**src/design/fbsg_pkg.sv**
```systemverilog
// Package with the item types, constants and helpers of the FAT boot sector geometry checker.
`timescale 1ns / 1ps
`default_nettype none
package fbsg_pkg;

  localparam int PAGE_BYTES = 4096;
  localparam logic [15:0] SECTOR_MAGIC = 16'haa55;
  localparam logic [31:0] FAT16_MIN_CLUSTERS = 32'd4085;
  localparam int MIRROR_BIT = 7;
  localparam int DIR_ENTRY_SHIFT = 5;

  localparam logic [1:0] FAT_TYPE_12 = 2'd0;
  localparam logic [1:0] FAT_TYPE_16 = 2'd1;
  localparam logic [1:0] FAT_TYPE_32 = 2'd2;

  localparam logic REG_BLK_LOG2 = 1'b0;
  localparam logic REG_BLOCK_COUNT = 1'b1;

  localparam logic [3:0] BLK_LOG2_RESET = 4'd9;

  typedef struct packed {
    logic [15:0] signature;
    logic [15:0] bytes_per_sector;
    logic [7:0]  sectors_per_cluster;
    logic [15:0] reserved_sectors;
    logic [7:0]  fat_copies;
    logic [15:0] root_entry_count;
    logic [15:0] total_sectors_short;
    logic [15:0] fat_sectors_short;
    logic [31:0] total_sectors_long;
    logic [31:0] fat_sectors_long;
    logic [15:0] mirror_flags;
    logic [31:0] root_start_cluster;
  } sector_t;

  typedef struct packed {
    logic        valid_res;
    logic [1:0]  fat_type;
    logic [47:0] fat_byte_offset;
    logic [47:0] root_dir_blk;
    logic [21:0] root_bytes;
    logic [47:0] data_start_blk;
    logic [3:0]  clus_blk_log2;
    logic [12:0] cluster_bytes;
    logic [31:0] data_cluster_count;
    logic [31:0] root_clus;
  } result_t;

  typedef struct packed {
    logic [3:0]  blk_log2;
    logic [47:0] block_count;
  } cfg_t;

  typedef struct packed {
    logic        ok;
    logic        fat32;
    logic [31:0] sectors;
    logic [3:0]  sector_shift;
    logic [2:0]  spc_shift;
    logic [4:0]  cluster_shift;
    logic [40:0] root_off;
    logic [21:0] root_secs;
    logic [36:0] fat_off;
    logic [31:0] root_clus;
  } check_t;

  function automatic logic [3:0] low_bit16(input logic [15:0] v);
    logic [3:0] n;
    n = '0;
    for (int i = 15; i >= 0; i--) begin
      if (v[i]) n = 4'(i);
    end
    return n;
  endfunction

endpackage
`default_nettype wire

```
**src/design/fbsg_cfg.sv**
```systemverilog
// Register file holding the device block shift and block count.
`timescale 1ns / 1ps
`default_nettype none
module fbsg_cfg (
  input  wire logic               clk,
  input  wire logic               rst,
  input  wire logic               psel,
  input  wire logic               penable,
  input  wire logic               pwrite,
  input  wire logic [3:0]         paddr,
  input  wire logic [63:0]        pwdata,
  output logic [63:0]             prdata,
  output logic                    pready,
  output fbsg_pkg::cfg_t          cfg
);

  logic [3:0]  blk_log2;
  logic [47:0] block_count;
  logic        wr;

  assign pready = 1'b1;
  assign wr = psel && penable && pwrite;

  always_ff @(posedge clk) begin
    if (rst) begin
      blk_log2 <= fbsg_pkg::BLK_LOG2_RESET;
      block_count <= '0;
    end else if (wr) begin
      case (paddr[3])
        fbsg_pkg::REG_BLK_LOG2: blk_log2 <= pwdata[3:0];
        fbsg_pkg::REG_BLOCK_COUNT: block_count <= pwdata[47:0];
        default: ;
      endcase
    end
  end

  always_comb begin
    case (paddr[3])
      fbsg_pkg::REG_BLK_LOG2: prdata = {60'd0, blk_log2};
      fbsg_pkg::REG_BLOCK_COUNT: prdata = {16'd0, block_count};
      default: prdata = '0;
    endcase
  end

  assign cfg.blk_log2 = blk_log2;
  assign cfg.block_count = block_count;

endmodule
`default_nettype wire

```
**src/design/fbsg_check.sv**
```systemverilog
// First two pipeline stages: field checks, FAT size products, region offsets and the device size check.
`timescale 1ns / 1ps
`default_nettype none
module fbsg_check (
  input  wire logic                 clk,
  input  wire logic                 rst,
  input  wire logic                 in_valid,
  input  wire fbsg_pkg::sector_t    sector,
  input  wire fbsg_pkg::cfg_t       cfg,
  output logic                      out_valid,
  output fbsg_pkg::check_t          chk
);

  // Stage one.
  logic        v1;
  logic        ok1;
  logic        fat32_1;
  logic [31:0] sectors1;
  logic [3:0]  a1;
  logic [2:0]  b1;
  logic [4:0]  csz1;
  logic [15:0] rsv1;
  logic [15:0] rent1;
  logic [15:0] bps1;
  logic [39:0] fat_prod1;
  logic [35:0] idx_prod1;
  logic        mirror_on1;
  logic [31:0] rclus1;

  logic [16:0] bsize;
  logic        fat32;
  logic [31:0] sectors;
  logic [31:0] fat_len;
  logic [3:0]  a;
  logic [2:0]  b;
  logic [7:0]  lb_spc;
  logic [4:0]  csz;
  logic        bad;
  logic        mirror_on;

  always_comb begin
    bsize = 17'd1 << cfg.blk_log2;
    fat32 = (sector.fat_sectors_short == '0);
    sectors = (sector.total_sectors_short != '0) ?
              {16'd0, sector.total_sectors_short} : sector.total_sectors_long;
    fat_len = fat32 ? sector.fat_sectors_long : {16'd0, sector.fat_sectors_short};
    a = fbsg_pkg::low_bit16(sector.bytes_per_sector);
    lb_spc = 8'(fbsg_pkg::low_bit16({8'd0, sector.sectors_per_cluster}));
    b = lb_spc[2:0];
    csz = {1'b0, a} + {2'b00, b};
    mirror_on = fat32 && sector.mirror_flags[fbsg_pkg::MIRROR_BIT];
    bad = (sector.signature != fbsg_pkg::SECTOR_MAGIC) ||
          (sector.bytes_per_sector == '0) || (sector.sectors_per_cluster == '0) ||
          (sector.reserved_sectors == '0) || (sector.fat_copies == '0) ||
          ({1'b0, sector.bytes_per_sector} < bsize) ||
          ((sector.bytes_per_sector & (sector.bytes_per_sector - 16'd1)) != '0) ||
          ((sector.sectors_per_cluster & (sector.sectors_per_cluster - 8'd1)) != '0) ||
          ((32'd1 << csz) > 32'(fbsg_pkg::PAGE_BYTES)) ||
          (sectors == '0) || (fat_len == '0) ||
          (mirror_on && ({4'd0, sector.mirror_flags[3:0]} >= sector.fat_copies));
  end

  always_ff @(posedge clk) begin
    if (rst) begin
      v1 <= 1'b0;
    end else begin
      v1 <= in_valid;
    end
  end

  always_ff @(posedge clk) begin
    ok1        <= !bad;
    fat32_1    <= fat32;
    sectors1   <= sectors;
    a1         <= a;
    b1         <= b;
    csz1       <= csz;
    rsv1       <= sector.reserved_sectors;
    rent1      <= sector.root_entry_count;
    bps1       <= sector.bytes_per_sector;
    fat_prod1  <= {32'd0, sector.fat_copies} * {8'd0, fat_len};
    idx_prod1  <= {32'd0, sector.mirror_flags[3:0]} * {4'd0, fat_len};
    mirror_on1 <= mirror_on;
    rclus1     <= fat32 ? sector.root_start_cluster : '0;
  end

  // Stage two.
  logic [15:0] bmask;
  logic [47:0] vol_sum;
  logic [47:0] blocks;
  logic [21:0] dir_sum;
  logic [21:0] root_secs;
  fbsg_pkg::check_t chk_next;

  always_comb begin
    bmask = 16'((17'd1 << cfg.blk_log2) - 17'd1);
    vol_sum = (48'(sectors1) << a1) + {32'd0, bmask} - 48'd1;
    blocks = vol_sum >> cfg.blk_log2;
    dir_sum = (22'(rent1) << fbsg_pkg::DIR_ENTRY_SHIFT) + {6'd0, bps1} - 22'd1;
    root_secs = dir_sum >> a1;
    chk_next.ok = ok1 && (blocks <= cfg.block_count);
    chk_next.fat32 = fat32_1;
    chk_next.sectors = sectors1;
    chk_next.sector_shift = a1;
    chk_next.spc_shift = b1;
    chk_next.cluster_shift = csz1;
    chk_next.root_off = {25'd0, rsv1} + {1'b0, fat_prod1};
    chk_next.root_secs = root_secs;
    chk_next.fat_off = {21'd0, rsv1} + (mirror_on1 ? {1'b0, idx_prod1} : 37'd0);
    chk_next.root_clus = rclus1;
  end

  always_ff @(posedge clk) begin
    if (rst) begin
      out_valid <= 1'b0;
    end else begin
      out_valid <= v1;
    end
  end

  always_ff @(posedge clk) begin
    chk <= chk_next;
  end

endmodule
`default_nettype wire

```
**src/design/fbsg_place.sv**
```systemverilog
// Last two pipeline stages: data area check, cluster count and result formatting.
`timescale 1ns / 1ps
`default_nettype none
module fbsg_place (
  input  wire logic                 clk,
  input  wire logic                 rst,
  input  wire logic                 in_valid,
  input  wire fbsg_pkg::check_t     chk,
  input  wire fbsg_pkg::cfg_t       cfg,
  output logic                      done,
  output fbsg_pkg::result_t         result
);

  // Stage three.
  logic        v3;
  logic        ok3;
  logic        fat32_3;
  logic [31:0] clusters3;
  logic [41:0] data_off3;
  logic [40:0] root_off3;
  logic [21:0] root_secs3;
  logic [36:0] fat_off3;
  logic [3:0]  a3;
  logic [4:0]  csz3;
  logic [31:0] rclus3;

  logic [41:0] data_off;
  logic [31:0] free_secs;
  logic        bad3;

  always_comb begin
    data_off = {1'b0, chk.root_off} + {20'd0, chk.root_secs};
    free_secs = chk.sectors - data_off[31:0];
    bad3 = (chk.fat32 && (chk.root_secs != '0)) || (data_off >= {10'd0, chk.sectors});
  end

  always_ff @(posedge clk) begin
    if (rst) begin
      v3 <= 1'b0;
    end else begin
      v3 <= in_valid;
    end
  end

  always_ff @(posedge clk) begin
    ok3        <= chk.ok && !bad3;
    fat32_3    <= chk.fat32;
    clusters3  <= free_secs >> chk.spc_shift;
    data_off3  <= data_off;
    root_off3  <= chk.root_off;
    root_secs3 <= chk.root_secs;
    fat_off3   <= chk.fat_off;
    a3         <= chk.sector_shift;
    csz3       <= chk.cluster_shift;
    rclus3     <= chk.root_clus;
  end

  // Stage four.
  logic [3:0]  d;
  logic [63:0] fat_bytes;
  logic [63:0] root_blk;
  logic [63:0] data_blk;
  logic [43:0] dir_bytes;
  logic [23:0] csize;
  logic [4:0]  cbs;
  fbsg_pkg::result_t result_next;

  always_comb begin
    d = a3 - cfg.blk_log2;
    fat_bytes = 64'(fat_off3) << a3;
    root_blk = 64'(root_off3) << d;
    data_blk = 64'(data_off3) << d;
    dir_bytes = 44'(root_secs3) << a3;
    csize = 24'd1 << csz3;
    cbs = csz3 - {1'b0, cfg.blk_log2};
    result_next = '0;
    if (ok3) begin
      result_next.valid_res = 1'b1;
      if (fat32_3) begin
        result_next.fat_type = fbsg_pkg::FAT_TYPE_32;
      end else if (clusters3 >= fbsg_pkg::FAT16_MIN_CLUSTERS) begin
        result_next.fat_type = fbsg_pkg::FAT_TYPE_16;
      end else begin
        result_next.fat_type = fbsg_pkg::FAT_TYPE_12;
      end
      result_next.fat_byte_offset = fat_bytes[47:0];
      if (!fat32_3) begin
        result_next.root_dir_blk = root_blk[47:0];
        result_next.root_bytes = dir_bytes[21:0];
      end
      result_next.data_start_blk = data_blk[47:0];
      result_next.clus_blk_log2 = cbs[3:0];
      result_next.cluster_bytes = csize[12:0];
      result_next.data_cluster_count = clusters3;
      result_next.root_clus = rclus3;
    end
  end

  always_ff @(posedge clk) begin
    if (rst) begin
      done <= 1'b0;
    end else begin
      done <= v3;
    end
  end

  always_ff @(posedge clk) begin
    result <= result_next;
  end

endmodule
`default_nettype wire

```
**src/design/fat_boot_sector_geometry.sv**
```systemverilog
// Top level of the FAT boot sector geometry checker.
//
// A boot sector item is offered on sector with start high; it is taken at
// every rising edge where start is high and busy is low. The block is fully
// pipelined, so busy is high only during reset and one item can be taken in
// every cycle.
// Each item yields one result on result, marked by done for one cycle,
// once it has passed through the four register stages. Results leave in
// the order the items came in.
// The receiver cannot stall; the block never holds a result back.
// The pipeline has four register stages: field checks with the FAT size
// products, region offsets with the device size check, the data area check
// with the cluster count, and result formatting.
// The APB port holds the device block shift (address 0x0) and the device
// block count (address 0x8). The user must change them only while no item
// is in flight; the block does not enforce this. Reset empties the pipeline
// and sets the shift to 9 and the count to 0.
`timescale 1ns / 1ps
`default_nettype none
module fat_boot_sector_geometry (
  input  wire logic                 clk,
  input  wire logic                 rst,
  input  wire logic                 start,
  output logic                      busy,
  input  wire fbsg_pkg::sector_t    sector,
  output logic                      done,
  output fbsg_pkg::result_t         result,
  input  wire logic                 psel,
  input  wire logic                 penable,
  input  wire logic                 pwrite,
  input  wire logic [3:0]           paddr,
  input  wire logic [63:0]          pwdata,
  output logic [63:0]               prdata,
  output logic                      pready
);

  fbsg_pkg::cfg_t   cfg;
  fbsg_pkg::check_t chk;
  logic             chk_valid;

  assign busy = rst;

  fbsg_cfg u_cfg (
    .clk     (clk),
    .rst     (rst),
    .psel    (psel),
    .penable (penable),
    .pwrite  (pwrite),
    .paddr   (paddr),
    .pwdata  (pwdata),
    .prdata  (prdata),
    .pready  (pready),
    .cfg     (cfg)
  );

  fbsg_check u_check (
    .clk       (clk),
    .rst       (rst),
    .in_valid  (start && !busy),
    .sector    (sector),
    .cfg       (cfg),
    .out_valid (chk_valid),
    .chk       (chk)
  );

  fbsg_place u_place (
    .clk      (clk),
    .rst      (rst),
    .in_valid (chk_valid),
    .chk      (chk),
    .cfg      (cfg),
    .done     (done),
    .result   (result)
  );

endmodule
`default_nettype wire

```
**config.mk**
```make
export PLATFORM = sky130hd
export DESIGN_NAME = fat_boot_sector_geometry
export DESIGN_NICKNAME = d
export VERILOG_FILES = /design/src/design/fbsg_pkg.sv /design/src/design/fbsg_cfg.sv /design/src/design/fbsg_check.sv /design/src/design/fbsg_place.sv /design/src/design/fat_boot_sector_geometry.sv
export SDC_FILE = /design/constraint.sdc
export NUM_CORES = 2
export LEC_CHECK = 0
export ABC_AREA = 1
export CAP_MARGIN = 30
export CORE_MARGIN = 5
export CORE_UTILIZATION = 70
export DETAILED_ROUTE_END_ITERATION = 7
export DONT_BUFFER_PORTS = 1
export PLACE_DENSITY_LB_ADDON = 0.12
export SLEW_MARGIN = 0
export SYNTH_ARGS = -nofsm -noshare
export SYNTH_HDL_FRONTEND = slang
export SYNTH_HIERARCHICAL = 1
export SYNTH_SLANG_ARGS = --single-unit
```
**constraint.sdc**
```tcl
create_clock -name clk -period 9.65 [get_ports clk]
set_input_delay 1.4475 -clock clk [delete_from_list [all_inputs] [get_ports clk]]
set_output_delay 1.4475 -clock clk [all_outputs]
set_load 0.005 [all_outputs]
```
==> results.md <==
- By area the synthesized netlist is led by dfxtp_1, nand2_1, inv_1, fa_1, ha_1.
- Post-CTS timing repair inserted 0 buffers for setup.
- The final cell utilization of the core is 74.57%.
- The slowest stage of the critical path is the a21boi_0 cell.
- The count of endpoints failing setup in the final report is 0.
- During synthesis, Yosys emitted a total of 6 warnings.
- The xor and xnor area share after synthesis is 3.040%.
- dfxtp_1 takes more of the synthesized area than any other cell.
- Input and output buffers added on the ports amount to 0.
- After layout, the minimum clock period comes to just under 8 ns.
- The dominant combinational cell family by area after synthesis is simple AND/OR/NAND/NOR gates.
- The remaining routing DRC violations is 2.
- The total clock buffers created by CTS is 87.
- The flow ran to the end, but the final reports show violations.
- In the final timing run, aggregate negative setup slack is 0 ns.
- The count of boundary I/O pins is 615.
- The met3 wire length is 21420 um.
- Of the total synthesized cell area, the portion taken by AND, OR, NAND and NOR gates is 31.01%.
- The sequential share of power is 30.1%.
- Measured along the x axis, the die boundary spans between 300 and 400 um.
- The most common cell in the synthesized netlist is nand2_1.
- The synthesized netlist devotes 9.392% of its cell area to compound gates.
- Synthesis produced a netlist whose cell count is 9146.
- The switching power share of the total is 43.74%.
- The leakage dissipation is between 30 and 40 nW.
- After synthesis, the most frequently instantiated cells are nand2_1, inv_1, dfxtp_1, nand3_1, nor2_1.
- The via count of the first global-routing pass is 56040.
- For the final database, setup skew stands at a little under 0.04 ns.
- The top routing layer in use is met4.
- Post-CTS repair changed the size of 0 cells.
- Of the post-synthesis cell area, the part taken by muxes is 0.2922%.
- The number of buffers between clock root and the deepest sink is 3.
- The later pin in the worst-skew pair is clocked with a latency of 0.69 ns.
- Dividing the final minimum period by the clock period gives 80.08%.
- The average instance area after synthesis is 6.741 um^2.
- The count of flip-flops with a built-in enable after synthesis is 0.
- Of all nets on the critical path, the largest fanout is 55.
- The global-route wire length before repair is 301200 um.
- Counting every sink on the clock net gives 904.
- Data on the critical path is required at its endpoint by 10.13 ns.
- Summed over all nets, wire length on met2 after detailed routing comes to 85380 um.
- The fmax is 129.4 MHz.
- In this run the tightest slew margin relative to its limit is 27.83%.
- STA classifies the critical path startpoint as a register.
- The fraction of layout cells with a size suffix above 1 is 3.684%.
- The die outline area is 94110 um^2.
- The first detailed-routing pass took 8 iterations.
- Counting flops with an async set or reset pin after synthesis yields a share of 0%.
- The average vias per placed instance is 5.907.
- The vertical extent of the die is 306.8 um.
- The area taken by flip-flops and latches is 18110 um^2.
- The number of hold violations in the final report is 0.
- The number of max-slew violations in the final report is 0.
- The post-synthesis instance area is 61650 um^2.
- The antenna violation net count after detailed routing is 0.
- The top cell type by area accounts for 29.35% of the synthesized area.
- The count of filler cells inserted in the layout is 6866.
- The congestion estimate from routability-driven global placement came to just over 1.
- The area of the multi-input gates is 36710 um^2.
- Setup repair after global routing left no endpoint under its margin.
- The relative contribution of the clock network to total power is 23.6%.
- The adder-cell share of the synthesized area is between 10% and 20%.
- The total length of routed wires is approximately 190000 um.
- The number of standard-cell rows in the floorplan is 108.
- The cts-stage hold buffer count is 0.
- The detailed placement HPWL is approximately 150000 um.
- The tree is rooted in a clkbuf_16.
- In this design, the critical path's most frequently occurring cell is nand2_1.
- For this design the ratio of total power to cell area is 228.9 nW/um^2.
- The internal portion of the total power is 8.370 mW.
- The critical path is of the register to register type.
- The distinct cell type count after synthesis is just under 70.
- The checks that failed: design-rule violations.
- Detailed routing inserted a total of 60080 vias.
- Compared with the post-synthesis result, the final layout area differs by 5.416%.
- The worst hold-check slack is between 0.3 and 0.4 ns.
- For this run, the register share of the synthesized area comes to 29.35%.
- The slew of the pin with the lowest slew margin is 1.081 ns.
- TritonCTS built the clock tree.
- The largest stage delay on the critical path is roughly 0.74 ns.
- The number of antenna violations at the first check in global routing is 12.
- The total routing usage reported by global routing is 39.61%.
- STA classifies the critical path endpoint as a register.
- The total area inside the core boundary comes to 87160 um^2.
- Dividing the detail-routed wire length by the instance count gives about 19 um.
- The switching power is 6.509 mW.
- The maximum level of the CTS H-tree is 3.
- Overall power consumption after layout is estimated at 14.88 mW.
- The clock transition at the register clock pins on the worst setup and hold paths after CTS is 0.07 ns.
- The remaining global-route overflow is 0.
- For this block, wires on met1 add up to 78050 um.
- The relative contribution of combinational cells to total power is a little under half.
- The number of register bits inferred by synthesis is 904.
- The data arrival at the endpoint of the critical path is between 8 and 9 ns.
- The type of the tightest min-delay check is register to register.
- The primary flip-flop cell chosen by synthesis mapping is dfxtp_1.
- The number of violations reported at the end of detailed-routing iteration 0 is about 8400.
- The starting density of the core is between 70% and 80%.
- The peak supply drop is 201.2 uV.
- The tool flagged a number of max-cap violations equal to 0.
- Entering global routing, the biggest net connects 110 pins.
- The layout net count is around 10000.
-- cells in the final DEF, fill, tap and decap left out, types with 18 or more instances in the layout --
master,instances
a21o_1,27
a21oi_1,336
a31oi_1,41
buf_4,30
clkbuf_1,19
clkbuf_16,88
conb_1,18
dfxtp_1,894
fa_1,248
ha_1,373
inv_1,1421
mux2i_1,18
nand2_1,2506
nand2_2,35
nand3_1,887
nand4_1,87
nor2_1,809
nor2_2,28
nor3_1,63
nor4_1,35
o211ai_1,36
o21ai_0,469
o22ai_1,44
or2_2,25
xnor2_1,78
xor2_1,135
-- cells by family (layout without fill, tap and decap cells) --
group	after synthesis	after routing
AND/OR/NAND/NOR	4547	4547
buffers and inverters	1786	1638
AO/OA/AOI/OAI	1051	1051
flip-flops	904	904
adder cells (fa/ha/maj)	623	623
XOR/XNOR	214	214
multiplexers	18	18
other	3	22
-- metrics by stage --
step                std cells  area (um^2)  setup slack [ns]
floorplan                9161        61710             3.435
global placement        10010        61920             2.106
detailed placement      10010        62000             2.045
CTS                     10170        64960             2.363
global route            10170        64990             1.659
finish                  10170        64990             1.923
-- power by group through the flow --
stage                     sequential, mW  clock, mW  combinational [mW]
after detailed placement            4.54          0                6.57
after global routing                4.50       3.69                7.61
after global placement              4.52          0                6.43
final                               4.48       3.51                6.89
after floorplan                     4.37          0                4.96
after CTS                           4.46       3.53                6.66
-- state kept, by name, summed over array words and instances, names as in the netlist, 36 cells and up --
| name | flops |
|---|---|
| u_place/result | 250 |
| u_check/chk | 178 |
| u_cfg/block_count | 48 |
| u_place/data_off3 | 42 |
| u_place/root_off3 | 41 |
| u_check/fat_prod1 | 40 |
| u_place/fat_off3 | 37 |
| u_check/idx_prod1 | 36 |
-- routing by layer --
layer / global-route usage (%) / vias to the layer above
met4: 17.22 / 0
met1: 53.47 / 27400
li1: - / 28340
met2: 62.20 / 3702
met5: 0 / -
met3: 8.100 / 642
-- worst max-delay path, delay by kind of cell, from the launching register on --
kind,cells,cell delay (ns)
buffers and inverters,5,1.26
adders and majority gates,3,0.90
DFF,1,0.33
AOI/OAI and AO/OA,2,0.97
and+or+nand+nor,18,3.60
xor gates and xnor gates,1,0.46
-- final timing paths --
path | start | end | slack, ns | depth (start not counted)
max | u_cfg/blk_log2[3] | u_check/chk[177] | 1.92 | 29
min | u_check/rclus1[31] | u_check/chk[31] | 0.32 | 0
max reg2reg | u_cfg/blk_log2[3] | u_check/chk[177] | 1.92 | 29
min reg2reg | u_check/rclus1[31] | u_check/chk[31] | 0.32 | 0
-- cell type report --
class	instances	share of cell area [%]
sequential	904	27.86
antenna	4	0.01540
multi-input combinational	6471	56.49
timing repair buffer	34	0.5044
tap	1155	2.224
clock buffer	123	3.837
clock inverter	36	0.7181
inverter	1445	8.349
Note: power is estimated with default switching activity, not from simulation.
